==> src/rtl/pf_pkg.sv <==
// ============================================================================
// pf_pkg: shared types and constants of the Playfair pair cipher
// Letter codes, square geometry, request and status codes, and the
// command and status bundles between controller and datapath.
// ============================================================================
package pf_pkg;

    localparam int unsigned LETTER_W = 5;
    localparam int unsigned CELL_W   = 5;
    localparam int unsigned NUM_LETTERS = 26;
    localparam int unsigned SQ_CELLS_N  = 25;

    localparam logic [LETTER_W-1:0] LETTER_I    = 5'd8;
    localparam logic [LETTER_W-1:0] LETTER_J    = 5'd9;
    localparam logic [LETTER_W-1:0] LETTER_LAST = 5'd25;
    localparam logic [CELL_W-1:0]   SQ_CELLS    = 5'd25;
    localparam logic [2:0]          SQ_LAST     = 3'd4;

    typedef enum logic [1:0] {
        REQ_KEY    = 2'd0,
        REQ_FINISH = 2'd1,
        REQ_PAIR   = 2'd2,
        REQ_NONE   = 2'd3
    } t_req;

    typedef enum logic [1:0] {
        ST_OK        = 2'd0,
        ST_DUP       = 2'd1,
        ST_NOT_READY = 2'd2
    } t_stat;

    typedef enum logic [1:0] {
        RES_PLAIN,
        RES_KEY,
        RES_PAIR
    } t_res_kind;

    typedef struct packed {
        logic      load;
        logic      key_place;
        logic      fill_step;
        logic      set_ready;
        logic      pos_sel_b;
        logic      capture_pa;
        logic      calc;
        logic      sq_sel_2;
        logic      capture_o1;
        logic      res_we;
        t_res_kind res_kind;
    } t_pf_cmd;

    typedef struct packed {
        logic ready;
        logic fill_last;
    } t_pf_sts;

endpackage

==> src/rtl/pf_ram.sv <==
// ============================================================================
// pf_ram: generic single-port-write RAM
// One write port, one read port, registered read data.
// ============================================================================
module pf_ram #(
    parameter int unsigned WIDTH = 5,
    parameter int unsigned DEPTH = 25
) (
    input  logic                     i_clk,
    input  logic                     i_we,
    input  logic [$clog2(DEPTH)-1:0] i_waddr,
    input  logic [WIDTH-1:0]         i_wdata,
    input  logic [$clog2(DEPTH)-1:0] i_raddr,
    output logic [WIDTH-1:0]         o_rdata
);

    logic [WIDTH-1:0] r_mem [DEPTH];
    logic [WIDTH-1:0] r_rdata;

    // write one entry, read one entry a cycle
    always_ff @(posedge i_clk) begin
        if (i_we) begin
            r_mem[i_waddr] <= i_wdata;
        end
        r_rdata <= r_mem[i_raddr];
    end

    assign o_rdata = r_rdata;

endmodule

==> src/rtl/pf_ctrl.sv <==
// ============================================================================
// pf_ctrl: sequencer of the Playfair pair cipher
// Walks key placement, square fill and the pair lookup steps, and raises
// the result strobe.
// ============================================================================
module pf_ctrl (
    input  logic             i_clk,
    input  logic             i_rst_n,
    input  logic             i_start,
    input  logic [1:0]       i_req_type,
    input  pf_pkg::t_pf_sts  i_sts,
    output pf_pkg::t_pf_cmd  o_cmd,
    output logic             o_busy,
    output logic             o_done
);
    import pf_pkg::*;

    typedef enum logic [3:0] {
        S_IDLE,
        S_KEY,
        S_FILL,
        S_POS_A,
        S_POS_B,
        S_CALC,
        S_SQ_1,
        S_SQ_2,
        S_SQ_3,
        S_PLAIN
    } t_state;

    t_state r_state, n_state;
    logic   r_done, n_done;

    // next state and datapath commands
    always_comb begin
        n_state = r_state;
        n_done  = 1'b0;
        o_cmd   = '0;
        o_cmd.res_kind = RES_PLAIN;
        unique case (r_state)
            S_IDLE: begin
                if (i_start) begin
                    o_cmd.load = 1'b1;
                    unique case (t_req'(i_req_type))
                        REQ_KEY:    n_state = S_KEY;
                        REQ_FINISH: n_state = S_FILL;
                        REQ_PAIR:   n_state = i_sts.ready ? S_POS_A : S_PLAIN;
                        default:    n_state = S_PLAIN;
                    endcase
                end
            end
            S_KEY: begin
                o_cmd.key_place = 1'b1;
                o_cmd.res_we    = 1'b1;
                o_cmd.res_kind  = RES_KEY;
                n_state = S_IDLE;
                n_done  = 1'b1;
            end
            S_FILL: begin
                o_cmd.fill_step = 1'b1;
                if (i_sts.fill_last) begin
                    o_cmd.set_ready = 1'b1;
                    o_cmd.res_we    = 1'b1;
                    n_state = S_IDLE;
                    n_done  = 1'b1;
                end
            end
            S_POS_A: begin
                n_state = S_POS_B;
            end
            S_POS_B: begin
                o_cmd.pos_sel_b  = 1'b1;
                o_cmd.capture_pa = 1'b1;
                n_state = S_CALC;
            end
            S_CALC: begin
                o_cmd.calc = 1'b1;
                n_state = S_SQ_1;
            end
            S_SQ_1: begin
                n_state = S_SQ_2;
            end
            S_SQ_2: begin
                o_cmd.sq_sel_2   = 1'b1;
                o_cmd.capture_o1 = 1'b1;
                n_state = S_SQ_3;
            end
            S_SQ_3: begin
                o_cmd.res_we   = 1'b1;
                o_cmd.res_kind = RES_PAIR;
                n_state = S_IDLE;
                n_done  = 1'b1;
            end
            S_PLAIN: begin
                o_cmd.res_we = 1'b1;
                n_state = S_IDLE;
                n_done  = 1'b1;
            end
            default: begin
                n_state = S_IDLE;
            end
        endcase
    end

    // hold state and the result strobe
    always_ff @(posedge i_clk) begin
        if (!i_rst_n) begin
            r_state <= S_IDLE;
            r_done  <= 1'b0;
        end else begin
            r_state <= n_state;
            r_done  <= n_done;
        end
    end

    assign o_busy = (r_state != S_IDLE);
    assign o_done = r_done;

endmodule

==> src/rtl/pf_dpath.sv <==
// ============================================================================
// pf_dpath: datapath of the Playfair pair cipher
// Holds the square and letter position memories, the placement state,
// the mode register and the result registers.
// ============================================================================
module pf_dpath (
    input  logic                            i_clk,
    input  logic                            i_rst_n,
    input  pf_pkg::t_pf_cmd                 i_cmd,
    output pf_pkg::t_pf_sts                 o_sts,
    input  logic                            i_cfg_we,
    input  logic                            i_cfg_data,
    input  logic [1:0]                      i_req_type,
    input  logic [pf_pkg::LETTER_W-1:0]     i_letter_first,
    input  logic [pf_pkg::LETTER_W-1:0]     i_letter_second,
    output logic [pf_pkg::LETTER_W-1:0]     o_out_first,
    output logic [pf_pkg::LETTER_W-1:0]     o_out_second,
    output logic [1:0]                      o_status
);
    import pf_pkg::*;

    // saturate above 'z', then fold j onto i
    function automatic logic [LETTER_W-1:0] fold_letter(input logic [LETTER_W-1:0] raw);
        logic [LETTER_W-1:0] v;
        v = (raw > LETTER_LAST) ? LETTER_LAST : raw;
        if (v == LETTER_J) begin
            v = LETTER_I;
        end
        return v;
    endfunction

    function automatic logic [2:0] cell_row(input logic [CELL_W-1:0] p);
        logic [2:0] r;
        if (p < 5'd5) begin
            r = 3'd0;
        end else if (p < 5'd10) begin
            r = 3'd1;
        end else if (p < 5'd15) begin
            r = 3'd2;
        end else if (p < 5'd20) begin
            r = 3'd3;
        end else begin
            r = 3'd4;
        end
        return r;
    endfunction

    function automatic logic [2:0] cell_col(input logic [CELL_W-1:0] p, input logic [2:0] r);
        logic [CELL_W-1:0] base;
        logic [CELL_W-1:0] diff;
        base = {r, 2'b00} + {2'b00, r};
        diff = p - base;
        return diff[2:0];
    endfunction

    function automatic logic [CELL_W-1:0] cell_index(input logic [2:0] r, input logic [2:0] c);
        return {r, 2'b00} + {2'b00, r} + {2'b00, c};
    endfunction

    // one step along a row or column, wrapping
    function automatic logic [2:0] wrap_step(input logic [2:0] v, input logic dec);
        logic [2:0] n;
        if (dec) begin
            n = (v == 3'd0) ? SQ_LAST : v - 3'd1;
        end else begin
            n = (v == SQ_LAST) ? 3'd0 : v + 3'd1;
        end
        return n;
    endfunction

    logic                   r_decrypt;
    logic [NUM_LETTERS-1:0] r_placed;
    logic [CELL_W-1:0]      r_fill;
    logic                   r_ready;
    t_req                   r_req;
    logic [LETTER_W-1:0]    r_a, r_b, r_k;
    logic [CELL_W-1:0]      r_pa, r_x1, r_x2;
    logic [LETTER_W-1:0]    r_o1;
    logic [LETTER_W-1:0]    r_out_first, r_out_second;
    t_stat                  r_status;

    logic                   can_a, can_k, we;
    logic [LETTER_W-1:0]    wletter;
    logic [CELL_W-1:0]      pos_rdata;
    logic [LETTER_W-1:0]    sq_rdata;
    logic [2:0]             r1, c1, r2, c2;
    logic [CELL_W-1:0]      n_x1, n_x2;

    // placement decisions for a key letter and a fill letter
    assign can_a   = !r_placed[r_a] && (r_fill < SQ_CELLS);
    assign can_k   = (r_k != LETTER_J) && !r_placed[r_k] && (r_fill < SQ_CELLS);
    assign we      = (i_cmd.key_place && can_a) || (i_cmd.fill_step && can_k);
    assign wletter = i_cmd.key_place ? r_a : r_k;

    pf_ram #(
        .WIDTH(LETTER_W),
        .DEPTH(SQ_CELLS_N)
    ) u_square (
        .i_clk  (i_clk),
        .i_we   (we),
        .i_waddr(r_fill),
        .i_wdata(wletter),
        .i_raddr(i_cmd.sq_sel_2 ? r_x2 : r_x1),
        .o_rdata(sq_rdata)
    );

    pf_ram #(
        .WIDTH(CELL_W),
        .DEPTH(NUM_LETTERS)
    ) u_position (
        .i_clk  (i_clk),
        .i_we   (we),
        .i_waddr(wletter),
        .i_wdata(r_fill),
        .i_raddr(i_cmd.pos_sel_b ? r_b : r_a),
        .o_rdata(pos_rdata)
    );

    // substitute cell indices from the two positions
    always_comb begin
        r1 = cell_row(r_pa);
        c1 = cell_col(r_pa, r1);
        r2 = cell_row(pos_rdata);
        c2 = cell_col(pos_rdata, r2);
        if (r1 == r2) begin
            n_x1 = cell_index(r1, wrap_step(c1, r_decrypt));
            n_x2 = cell_index(r2, wrap_step(c2, r_decrypt));
        end else if (c1 == c2) begin
            n_x1 = cell_index(wrap_step(r1, r_decrypt), c1);
            n_x2 = cell_index(wrap_step(r2, r_decrypt), c2);
        end else begin
            n_x1 = cell_index(r1, c2);
            n_x2 = cell_index(r2, c1);
        end
    end

    // control state: mode, placed letters, fill count, ready flag
    always_ff @(posedge i_clk) begin
        if (!i_rst_n) begin
            r_decrypt <= 1'b0;
            r_placed  <= '0;
            r_fill    <= '0;
            r_ready   <= 1'b0;
        end else begin
            if (i_cfg_we) begin
                r_decrypt <= i_cfg_data;
            end
            if (we) begin
                r_placed[wletter] <= 1'b1;
                r_fill            <= r_fill + 5'd1;
            end
            if (i_cmd.set_ready) begin
                r_ready <= 1'b1;
            end
        end
    end

    // item latches, lookup pipeline and result registers
    always_ff @(posedge i_clk) begin
        if (i_cmd.load) begin
            r_req <= t_req'(i_req_type);
            r_a   <= fold_letter(i_letter_first);
            r_b   <= fold_letter(i_letter_second);
            r_k   <= '0;
        end else if (i_cmd.fill_step) begin
            r_k <= r_k + 5'd1;
        end
        if (i_cmd.capture_pa) begin
            r_pa <= pos_rdata;
        end
        if (i_cmd.calc) begin
            r_x1 <= n_x1;
            r_x2 <= n_x2;
        end
        if (i_cmd.capture_o1) begin
            r_o1 <= sq_rdata;
        end
        if (i_cmd.res_we) begin
            case (i_cmd.res_kind)
                RES_KEY: begin
                    r_out_first  <= '0;
                    r_out_second <= '0;
                    r_status     <= can_a ? ST_OK : ST_DUP;
                end
                RES_PAIR: begin
                    r_out_first  <= r_o1;
                    r_out_second <= sq_rdata;
                    r_status     <= ST_OK;
                end
                default: begin
                    r_out_first  <= '0;
                    r_out_second <= '0;
                    r_status     <= (r_req == REQ_PAIR) ? ST_NOT_READY : ST_OK;
                end
            endcase
        end
    end

    assign o_sts.ready     = r_ready;
    assign o_sts.fill_last = (r_k == LETTER_LAST);
    assign o_out_first     = r_out_first;
    assign o_out_second    = r_out_second;
    assign o_status        = r_status;

endmodule

==> src/rtl/playfair_pair_cipher.sv <==
// ============================================================================
// playfair_pair_cipher: 5x5 Playfair square builder and pair substitution
// Builds the square from key letters, then enciphers or deciphers pairs.
// ============================================================================
// Usage:
//   Request channel: an item is taken at a clock edge with start high and
//   busy low. i_req_type selects key letter, finish, or letter pair.
//   Result channel: o_done is high for one cycle with o_out_first,
//   o_out_second and o_status; the receiver takes it in that cycle and
//   cannot hold it off.
//   Mode channel: i_cfg_valid/o_cfg_ready write i_cfg_data into the
//   decrypt mode bit; write it only while no item is in flight.
// Sequence, from the accepting edge to the result:
//   key letter: S_KEY; unknown request, pair before finish: S_PLAIN
//   letter pair: S_POS_A to S_SQ_3 (two reads of the position memory, one
//   index calculation, two reads of the square memory, all on single read
//   ports); finish: S_FILL (one letter of the alphabet tried per cycle)
//   The next item may be accepted in the cycle the result is shown; busy
//   stays high until then, so no item is taken while one is in flight.
// Reset clears the mode bit, placed letters, fill count and ready flag;
// the square and position memories are left as they are and only read
// once the square is finished.
// ============================================================================
module playfair_pair_cipher (
    input  logic                        i_clk,
    input  logic                        i_rst_n,
    input  logic                        start,
    output logic                        busy,
    input  logic [1:0]                  i_req_type,
    input  logic [pf_pkg::LETTER_W-1:0] i_letter_first,
    input  logic [pf_pkg::LETTER_W-1:0] i_letter_second,
    output logic                        o_done,
    output logic [pf_pkg::LETTER_W-1:0] o_out_first,
    output logic [pf_pkg::LETTER_W-1:0] o_out_second,
    output logic [1:0]                  o_status,
    input  logic                        i_cfg_valid,
    output logic                        o_cfg_ready,
    input  logic                        i_cfg_data
);
    import pf_pkg::*;

    t_pf_cmd cmd;
    t_pf_sts sts;

    // mode writes are always taken
    assign o_cfg_ready = 1'b1;

    pf_ctrl u_ctrl (
        .i_clk     (i_clk),
        .i_rst_n   (i_rst_n),
        .i_start   (start),
        .i_req_type(i_req_type),
        .i_sts     (sts),
        .o_cmd     (cmd),
        .o_busy    (busy),
        .o_done    (o_done)
    );

    pf_dpath u_dpath (
        .i_clk          (i_clk),
        .i_rst_n        (i_rst_n),
        .i_cmd          (cmd),
        .o_sts          (sts),
        .i_cfg_we       (i_cfg_valid && o_cfg_ready),
        .i_cfg_data     (i_cfg_data),
        .i_req_type     (i_req_type),
        .i_letter_first (i_letter_first),
        .i_letter_second(i_letter_second),
        .o_out_first    (o_out_first),
        .o_out_second   (o_out_second),
        .o_status       (o_status)
    );

    // a result beat always lands back in idle
    a_done_idle: assert property (@(posedge i_clk) disable iff (!i_rst_n)
        o_done |-> !busy)
        else $error("result strobe while busy");

    // every accepted item raises busy
    a_start_busy: assert property (@(posedge i_clk) disable iff (!i_rst_n)
        (start && !busy) |=> busy)
        else $error("accepted item did not start work");

    // a result never carries an undefined status code
    a_status_code: assert property (@(posedge i_clk) disable iff (!i_rst_n)
        o_done |-> (o_status != 2'd3))
        else $error("undefined status code");

    // an unfinished square gives zero letters
    a_not_ready_zero: assert property (@(posedge i_clk) disable iff (!i_rst_n)
        (o_done && (o_status == ST_NOT_READY)) |->
            ((o_out_first == '0) && (o_out_second == '0)))
        else $error("letters on a not-ready result");

endmodule

==> config.mk <==
export PLATFORM = sky130hd
export DESIGN_NAME = playfair_pair_cipher
export DESIGN_NICKNAME = d
export VERILOG_FILES = /design/src/rtl/pf_pkg.sv /design/src/rtl/pf_ram.sv /design/src/rtl/pf_ctrl.sv /design/src/rtl/pf_dpath.sv /design/src/rtl/playfair_pair_cipher.sv
export SDC_FILE = /design/constraint.sdc
export NUM_CORES = 1
export LEC_CHECK = 0
export BUFFER_PORTS_ARGS = -buffer_cell sky130_fd_sc_hd__buf_2
export CAP_MARGIN = 20
export CORE_ASPECT_RATIO = 0.75
export CORE_MARGIN = 1
export CORE_UTILIZATION = 47
export CTS_CLUSTER_SIZE = 10
export DETAILED_ROUTE_END_ITERATION = 10
export GPL_TIMING_DRIVEN = 0
export HOLD_SLACK_MARGIN = 0.02
export PLACE_DENSITY = 0.68
export SYNTH_ARGS = -nofsm -noshare
export SYNTH_HDL_FRONTEND = slang
export SYNTH_SLANG_ARGS = --single-unit
==> constraint.sdc <==
create_clock -name i_clk -period 5.5 [get_ports i_clk]
set_input_delay 0 -clock i_clk [delete_from_list [all_inputs] [get_ports i_clk]]
set_output_delay 0 -clock i_clk [all_outputs]
set_load 0.1 [all_outputs]
==> results of run 1 <==
-- cell usage in the layout (no fill, tap or decap), types with 14 or more instances in the layout --
cell / synthesis / routed
edfxtp_1: 299 / 299
nand2_1: 149 / 149
nor2_1: 98 / 98
clkbuf_1: 29 / 57
dfxtp_1: 53 / 53
buf_2: 18 / 49
ha_1: 47 / 47
inv_1: 44 / 44
clkbuf_16: 0 / 42
a21oi_1: 40 / 40
nand3_1: 35 / 35
mux2i_1: 33 / 33
and2_1: 33 / 33
a31oi_1: 32 / 32
mux4_2: 30 / 30
xnor2_1: 25 / 25
a211oi_1: 21 / 21
o21a_1: 21 / 21
o21ai_0: 19 / 18
dlygate4sd3_1: 0 / 18
a22oi_1: 14 / 14
nor3_1: 14 / 14
nand4_1: 14 / 14
o211ai_1: 14 / 14
-- worst paths after layout --
kind | endpoint | start | cells after the start
worst max-delay path | u_dpath.r_x1[3] | u_dpath.r_pa[2] | 18
worst min-delay path | u_dpath.r_req[0] | i_req_type[0] | 2
worst max register to register | u_dpath.r_x1[3] | u_dpath.r_pa[2] | 18
worst min register to register | u_dpath.r_o1[2] | u_dpath.u_square.o_rdata[2] | 0
-- state kept, by name (all words and copies together) (netlist names), 2 cells and up --
signal,flops
u_ctrl.r_state,4
u_dpath.o_out_first,5
u_dpath.o_out_second,5
u_dpath.o_status,2
u_dpath.r_a,5
u_dpath.r_b,5
u_dpath.r_fill,5
u_dpath.r_k,5
u_dpath.r_o1,5
u_dpath.r_pa,5
u_dpath.r_placed,26
u_dpath.r_req,2
u_dpath.r_x1,5
u_dpath.r_x2,5
u_dpath.u_position.o_rdata,5
u_dpath.u_position.r_mem,130
u_dpath.u_square.o_rdata,5
u_dpath.u_square.r_mem,125
-- cell families after synthesis --
family	count (synthesis)	synth area share, %
and+or+nand+nor	408	12.1
DFF	352	61.6
AOI/OAI and AO/OA	215	9.14
buffers and inverters	108	2.93
muxes	79	7.46
adders and majority gates	57	4.78
xor gates and xnor gates	36	1.93
other	1	0.0230
-- worst max-delay path, cell delays in order, from the launching register on --
cell,delay [ns]
edfxtp_1,0.37
clkbuf_1,0.20
o21ai_1,0.43
inv_1,0.16
a31o_2,0.28
inv_1,0.19
ha_1,0.37
xor2_1,0.21
xnor2_1,0.64
inv_1,0.17
mux2i_1,0.18
a21oi_1,0.14
ha_1,0.32
a21o_1,0.15
a21oi_1,0.20
or2_2,0.14
a211oi_1,0.07
a31oi_1,0.16
nand3_1,0.09
-- power breakdown --
| part | internal [µW] | leakage (µW) | switching [µW] |
|---|---|---|---|
| Combinational | 1050 | 0.00289 | 1710 |
| Clock | 1420 | 0.000563 | 1030 |
| Sequential | 3150 | 0.00317 | 76.7 |
| Total | 5620 | 0.00662 | 2810 |
-- stage by stage --
step / std cells / utilization [%]
after floorplan: 1256 / -
after global placement: 1736 / 50.3
after detailed placement: 1741 / 50.6
after CTS: 1832 / 54.6
after global routing: 1838 / 54.9
final: 1839 / 54.9
-- routing by layer --
| metal | GRT usage [%] | vias up | part of all wire, % |
|---|---|---|---|
| met3 | 4.23 | 62 | 8.5 |
| li1 | - | 4898 | - |
| met2 | 33.1 | 434 | 44 |
| met5 | 0 | - | 0 |
| met4 | 6.82 | 0 | 2.5 |
| met1 | 33.0 | 5198 | 45 |
-- layout make-up --
class	count	area share (%)
timing repair buffer	59	2.85
antenna	1	0.0135
clock inverter	3	0.135
clock buffer	70	6.22
tap	450	3.03
multi-input combinational	796	31.1
sequential	352	54.0
buffer	63	1.66
inverter	45	0.909
==> results.yml, run 1 <==
synth:
  syn_inst: 1256
  yosysMostFrequentCell: "edfxtp_1"
  ys_async_sr_fraction_pct: 0
  ys.flop_type: "edfxtp_1"
  yosys-top-cells-area: "edfxtp_1 55%, dfxtp_1 6.5%, mux4_2 4.1%"
  syn-num-nets: 1329
  yosys.cell_types.count: 68
  synth_seq_area_share_pct: 61.6
  synth_edf_count: 299
  synth_top_area_share_pct: 55.1
  yosysTopAreaCell: "edfxtp_1"
  yosysWarnings: 0
  synth_seq_cells: 352
  netlist_top_cells_count: "299 x edfxtp_1, 149 x nand2_1, 98 x nor2_1"
  netlist_area_um2: 16300
  syn_area_per_cell_um2: 13.0
setup_path:
  r2r_slack_ns: 0.78
  cp.arrival_ns: 5.00
  cp_data_required_time_ns: 5.78
  endpoint_kind: "flip-flop"
  critical_path_class: "flip-flop to flip-flop"
  path_max_fanout: 7
  start_kind: "flip-flop"
routing:
  wirelength_um: 38500
  wl_per_cell_um: 21.0
  vias: 10592
  dr.pass1.iters: 5
  drc: 0
  viasPerCell: 5.76
  drt_iter0_markers: 1049
  ant_nets: 0
placement:
  portBuffers: 30
  pre_cts_slack_ns: 0.741
  routabilityCongestion: 0.900
  dp_hpwl_um: 26500
  dpl-instance-area_um2: 17100
floorplanning:
  rows: 58
  die_w_um: 217
  start_util_pct: 48.2
  num_io_pins: 32
  die_h_um: 163
  dieArea_um2: 35400
  design.core.area_um2: 33800
clocking:
  cts_tree: "built"
  cts-buffers-inserted: 41
  clock_sinks: 352
  cts_setup_buffers: 0
  clkSlewWorstSetupHoldPaths_ns: 0.06
  ctsResizeCount: 0
  clockBufferDepth: 3
  root_buffer: "clkbuf_16"
  insertion_delay_ns: 0.55
  htree_levels: 2
  cts_hold_buffers: 18
finish:
  nFillCells: 2822
  design_area_um2: 18600
  seq_area_um2: 10000
  drive_gt1_share_pct: 13.3
  fin_nets: 1431
  multi_input_area_um2: 5780
  synthToLayoutAreaGrowth_pct: 14.0
sta:
  final-max-slew-violation-count: 0
  setup_violations: 0
  min_period_over_period_pct: 85.9
  timing.slew.headroom_pct: 26.9
  worst_pin_slew_ns: 1.08
  layout_setup_ws_ns: 0.776
  finalHoldViolations: 0
  clock_skew_ns: 0.0263
  tns_ns: 0
  grt_setup_unrepaired: "false"
  fmax_mhz: 212
  timing.hold.ws_ns: 0.227
  fin_crit_ns: 4.72
power_and_ir_drop:
  ir_worst_vdd_mv: 0.289
  p_leak_uw: 0.00662
  finalPower_uw: 8430
  p_per_area_nw_per_um2: 454
global_route:
  grt_use_total_pct: 22.3
  grt_max_degree: 34
  grt_first_pass_wirelength_um: 59600
  gr-total-overflow: 0
  antenna_found_initial: 1
  grt_pass1_vias: 10375
worst_hold_path:
  min_path_type: "primary input to flip-flop"
run_status:
  status: "complete, no violations"
flow_run:
  maxCapViolCount: 0
No activity file was read; power rests on OpenSTA's default activity.
==> run 2, diff against run 1 <==
==> constraint.sdc (replaced) <==
create_clock -name i_clk -period 5.5 [get_ports i_clk]
set_input_delay 0.55 -clock i_clk [delete_from_list [all_inputs] [get_ports i_clk]]
set_output_delay 0.55 -clock i_clk [all_outputs]
set_load 0.1 [all_outputs]
==> results.yml, run 2 (synthesized netlist as in run 1, its figures left out) <==
run_status:
  status: "complete, no violations"
power_and_ir_drop:
  finalPower_uw: 8420
  p_per_area_nw_per_um2: 458
  p_leak_uw: 0.00654
  ir_worst_vdd_mv: 0.292
placement:
  dp_hpwl_um: 26500
  dp.cells: 1741
  routabilityCongestion: 0.900
  portBuffers: 30
setup_path:
  r2r_slack_ns: 0.79
  start_kind: "flip-flop"
  cp.arrival_ns: 4.99
  path_max_fanout: 7
  cp_data_required_time_ns: 5.78
  r2r-start: "u_dpath.r_pa[2]"
  endpoint_kind: "flip-flop"
  r2r_end: "u_dpath.r_x1[3]"
  critical_path_class: "flip-flop to flip-flop"
  worstRegToRegCells: 18
global_route:
  gr-total-overflow: 0
  antenna_found_initial: 1
  grt_first_pass_wirelength_um: 59200
  grt_max_degree: 34
  grt_use_total_pct: 22.2
  grt_pass1_vias: 10282
routing:
  viasPerCell: 5.78
  dr.pass1.iters: 5
  vias: 10522
  ant_nets: 0
  drc: 0
  drt_iter0_markers: 1062
  wl_per_cell_um: 21.1
  wirelength_um: 38400
finish:
  synthToLayoutAreaGrowth_pct: 12.9
  final_common_cell: "edfxtp_1"
  layout_common_cells: "299 x edfxtp_1, 149 x nand2_1, 98 x nor2_1, 57 x clkbuf_1, 53 x dfxtp_1"
  top_regs: "u_dpath.u_position.r_mem (130), u_dpath.u_square.r_mem (125), u_dpath.r_placed (26)"
  largest_reg_flops: 130
  drive_gt1_share_pct: 13.4
  fin_nets: 1413
  top_register: "u_dpath.u_position.r_mem"
  stdcell_count: 1821
floorplanning:
  design.core.area_um2: 33800
  rows: 58
  dieArea_um2: 35400
  start_util_pct: 48.2
  die_w_um: 217
  die_h_um: 163
  num_io_pins: 32
sta:
  finalHoldViolations: 0
  timing.slew.headroom_pct: 30.0
  setup_violations: 0
  fmax_mhz: 212
  timing.hold.ws_ns: 0.220
  clock_skew_ns: 0.0268
  grt_setup_unrepaired: "false"
  fin_crit_ns: 4.71
  final-max-slew-violation-count: 0
  worst_pin_slew_ns: 1.04
  tns_ns: 0
  min_period_over_period_pct: 85.7
clocking:
  clockBufferDepth: 3
  insertion_delay_ns: 0.55
  cts_hold_buffers: 0
  clkSlewWorstSetupHoldPaths_ns: 0.06
  root_buffer: "clkbuf_16"
  ctsResizeCount: 0
  cts_tree: "built"
  clock_sinks: 352
  htree_levels: 2
  cts-buffers-inserted: 41
  cts_setup_buffers: 0
worst_hold_path:
  hold_depth: 1
  min-delay-start: "i_req_type[1]"
  min_path_type: "primary input to flip-flop"
  worstHoldEndpoint: "u_dpath.r_req[1]"
flow_run:
  maxCapViolCount: 0
## run 2: cell type report
class                           instances  area [µm²]
Antenna cell                            1        2.50
Multi-Input combinational cell        796        5780
Tap cell                              450         563
Clock inverter                          3        25.0
Sequential cell                       352       10000
Buffer                                 63         308
Inverter                               45         169
Clock buffer                           70        1160
Fill cell                            2838       15400
Timing Repair Buffer                   41         349
## run 2: worst max-delay path by stage
stage               slack (ns)             from         endpoint
finish                    0.79  u_dpath.r_pa[2]  u_dpath.r_x1[3]
global route              0.41  u_dpath.r_pa[2]  u_dpath.r_x1[3]
CTS                       0.75  u_dpath.r_pa[2]  u_dpath.r_x1[3]
detailed placement        0.74  u_dpath.r_pa[2]  u_dpath.r_x1[3]
global placement          0.85  u_dpath.r_pa[2]  u_dpath.r_x1[4]
floorplan                 1.50  u_dpath.r_pa[2]  u_dpath.r_x1[4]
## run 2: worst max-delay path: stages, from the launching register on
cell and delay, ns:
edfxtp_1 0.37, clkbuf_1 0.20, o21ai_1 0.43, inv_1 0.16, a31o_2 0.28, inv_1 0.19, ha_1 0.37, xor2_1 0.21
xnor2_1 0.64, inv_1 0.17, mux2i_1 0.18, a21oi_1 0.14, ha_1 0.32, a21o_1 0.15, a21oi_1 0.20, or2_2 0.14
a211oi_1 0.07, a31oi_1 0.16, nand3_1 0.09
## run 2: layer usage
metal	share of wire (%)	global-route usage, %	up-vias
li1	-	-	4862
met1	45	32.9	5153
met2	44	32.8	442
met3	8.5	4.25	65
met4	2.6	6.82	0
met5	0	0	-
## run 2: stage by stage
| step | setup slack [ns] | utilization [%] | instance area [µm²] |
|---|---|---|---|
| after floorplan | 1.50 | - | 16300 |
| after global placement | 0.854 | 50.3 | 17000 |
| after detailed placement | 0.741 | 50.6 | 17100 |
| after CTS | 0.749 | 54.1 | 18300 |
| after global routing | 0.413 | 54.4 | 18400 |
| final | 0.785 | 54.4 | 18400 |
## run 2: power breakdown
group / switching [µW] / total [µW] / internal [µW]
logic: 1710 / 2750 / 1040
registers: 76.6 / 3230 / 3150
clock network: 1020 / 2440 / 1420
==> run 3, diff against run 2 <==
ABC_AREA = 1   (was not set)
CAP_MARGIN = not set   (was 20)
SLEW_MARGIN = 20   (was not set)
==> results.yml, run 3 <==
finish:
  drive_gt1_share_pct: 8.71
  final_common_cell: "nand2_1"
  top_regs: "u_dpath.u_position.r_mem (130), u_dpath.u_square.r_mem (125), u_dpath.r_placed (26)"
  multi_input_area_um2: 6070
  fin_nets: 1936
  diodes: 0
  layout_common_cells: "547 x nand2_1, 299 x edfxtp_1, 190 x nand3_1, 154 x inv_1, 120 x nor2_1"
  seq_area_um2: 10000
  synthToLayoutAreaGrowth_pct: 11.5
  largest_reg_flops: 130
  stdcell_count: 2360
  nFillCells: 3229
  finish.utilization_pct: 53.2
  top_register: "u_dpath.u_position.r_mem"
setup_path:
  slowest_delay_ns: 0.46
  cp_cell_sequence: "o21ai_2, inv_1, o21a_1, nor2_1, ha_1, xnor2_1, xor2_2, fa_1, inv_1, ha_1, a21o_1, a21oi_1, a21oi_1, o21ai_0, nand2_1, nand2_1, nand2_1"
  cp.arrival_ns: 4.63
  crit_top_cell: "nand2_1"
  critPathSlowestCell: "edfxtp_1"
  path_max_fanout: 7
  r2r-start: "u_dpath.r_pa[2]"
  cp_data_required_time_ns: 5.78
  endpoint_kind: "flip-flop"
  cp-startpoint: "u_dpath.r_pa[2]"
  critical_path_class: "flip-flop to flip-flop"
  start_kind: "flip-flop"
placement:
  dp_hpwl_um: 31700
  pre_cts_slack_ns: 1.15
  portBuffers: 30
  dp.cells: 2285
  routabilityCongestion: 0.947
sta:
  final-max-slew-violation-count: 0
  tns_ns: 0
  layout_setup_ws_ns: 1.15
  fmax_mhz: 230
  setup_violations: 0
  timing.slew.headroom_pct: 24.3
  clock_skew_ns: 0.0289
  timing.hold.ws_ns: 0.250
  worst_pin_slew_ns: 1.13
  fin_crit_ns: 4.35
  grt_setup_unrepaired: "false"
  min_period_over_period_pct: 79.0
  finalHoldViolations: 0
synth:
  netlist_area_um2: 17100
  yosys-top-cells-area: "edfxtp_1 53%, nand2_1 12%, dfxtp_1 6.2%"
  syn_inst: 1790
  ys_async_sr_fraction_pct: 0
  syn-num-nets: 1863
  synth_seq_cells: 352
  synth_edf_count: 299
  yosysWarnings: 0
  synth_seq_area_share_pct: 58.8
  ys.flop_type: "edfxtp_1"
  synth_top_area_share_pct: 52.6
  netlist_top_cells_count: "547 x nand2_1, 299 x edfxtp_1, 190 x nand3_1"
  yosys.cell_types.count: 47
  yosysTopAreaCell: "edfxtp_1"
  yosysMostFrequentCell: "nand2_1"
  syn_area_per_cell_um2: 9.54
routing:
  drc: 0
  ant_nets: 0
  wirelength_um: 44200
  dr.pass1.iters: 6
  viasPerCell: 5.53
  wl_per_cell_um: 18.7
  vias: 13050
  drt_iter0_markers: 1373
floorplanning:
  rows: 60
  dieArea_um2: 37100
  start_util_pct: 47.7
  num_io_pins: 32
  design.core.area_um2: 35800
  die_h_um: 167
  die_w_um: 222
clocking:
  cts-buffers-inserted: 41
  clockBufferDepth: 3
  cts_setup_buffers: 0
  clock_sinks: 352
  cts_hold_buffers: 0
  root_buffer: "clkbuf_16"
  clkSlewWorstSetupHoldPaths_ns: 0.05
  insertion_delay_ns: 0.55
  ctsResizeCount: 0
  cts_tree: "built"
  htree_levels: 2
global_route:
  grt_use_total_pct: 24.4
  grt_max_degree: 33
  antenna_found_initial: 0
  grt_pass1_vias: 12503
  grt_first_pass_wirelength_um: 69800
  gr-total-overflow: 0
worst_hold_path:
  min_path_type: "primary input to flip-flop"
  min-delay-start: "i_req_type[0]"
run_status:
  status: "complete, no violations"
power_and_ir_drop:
  p_per_area_nw_per_um2: 501
  p_leak_uw: 0.00773
  ir_worst_vdd_mv: 0.676
flow_run:
  maxCapViolCount: 0
run 3: changes by cell type after synthesis, moves of 30 or more:
cell,previous run,this run
mux4_2,30,0
mux2i_1,33,0
and2_1,33,0
nand3_1,35,190
o21ai_0,19,64
a31oi_1,32,1
nand2_1,149,547
inv_1,44,155
run 3: kinds of logic after synthesis:
family,count (synthesis),share of synthesized area (%)
adders and majority gates,56,4.50
xor gates and xnor gates,29,1.53
other,1,0.0220
buffers and inverters,240,5.86
DFF,352,58.8
AOI/OAI and AO/OA,231,8.10
and+or+nand+nor,881,21.2
run 3: metrics by stage:
stage	power [µW]	area (µm²)
after floorplan	5980	17100
after CTS	9530	19000
after global routing	10100	19000
final	9550	19000
after detailed placement	7050	17800
after global placement	6960	17800
run 3: per-layer routing:
metal / track usage [%] / vias up / share of wire [%]
met5: 0 / - / 0
met4: 5.89 / 0 / 2.0
met3: 6.37 / 66 / 11
met2: 35.3 / 632 / 42
met1: 36.4 / 6178 / 45
li1: - / 6174 / -
run 3: final timing paths:
check	endpoint	slack, ns	cells past startpoint
max reg2reg	u_dpath.r_x1[4]	1.15	17
min	u_dpath.r_req[0]	0.25	1
min reg2reg	u_dpath.r_o1[2]	0.43	0
max	u_dpath.r_x1[4]	1.15	17
run 3: critical path: cells and delay by family, from the launching register on:
family / cells / cell delay (ns)
fa+ha+maj: 3 / 1.12
compound gates: 6 / 1.04
simple gates: 4 / 0.64
xor+xnor: 2 / 0.61
flops: 1 / 0.46
buf+inv: 2 / 0.22
run 3: cell type report:
cell class / instances / area share [%]
tap: 465 / 3.05
clock buffer: 71 / 6.03
multi-input combinational: 1198 / 31.9
clock inverter: 4 / 0.289
timing repair buffer: 30 / 0.788
sequential: 352 / 52.7
inverter: 164 / 3.23
buffer: 76 / 2.02
run 3: where the power goes:
group	internal, µW	leakage [µW]	switching [µW]
sequential	3230	0.00319	119
clock	1420	0.000570	1060
combinational	1180	0.00397	2540
total	5830	0.00773	3720
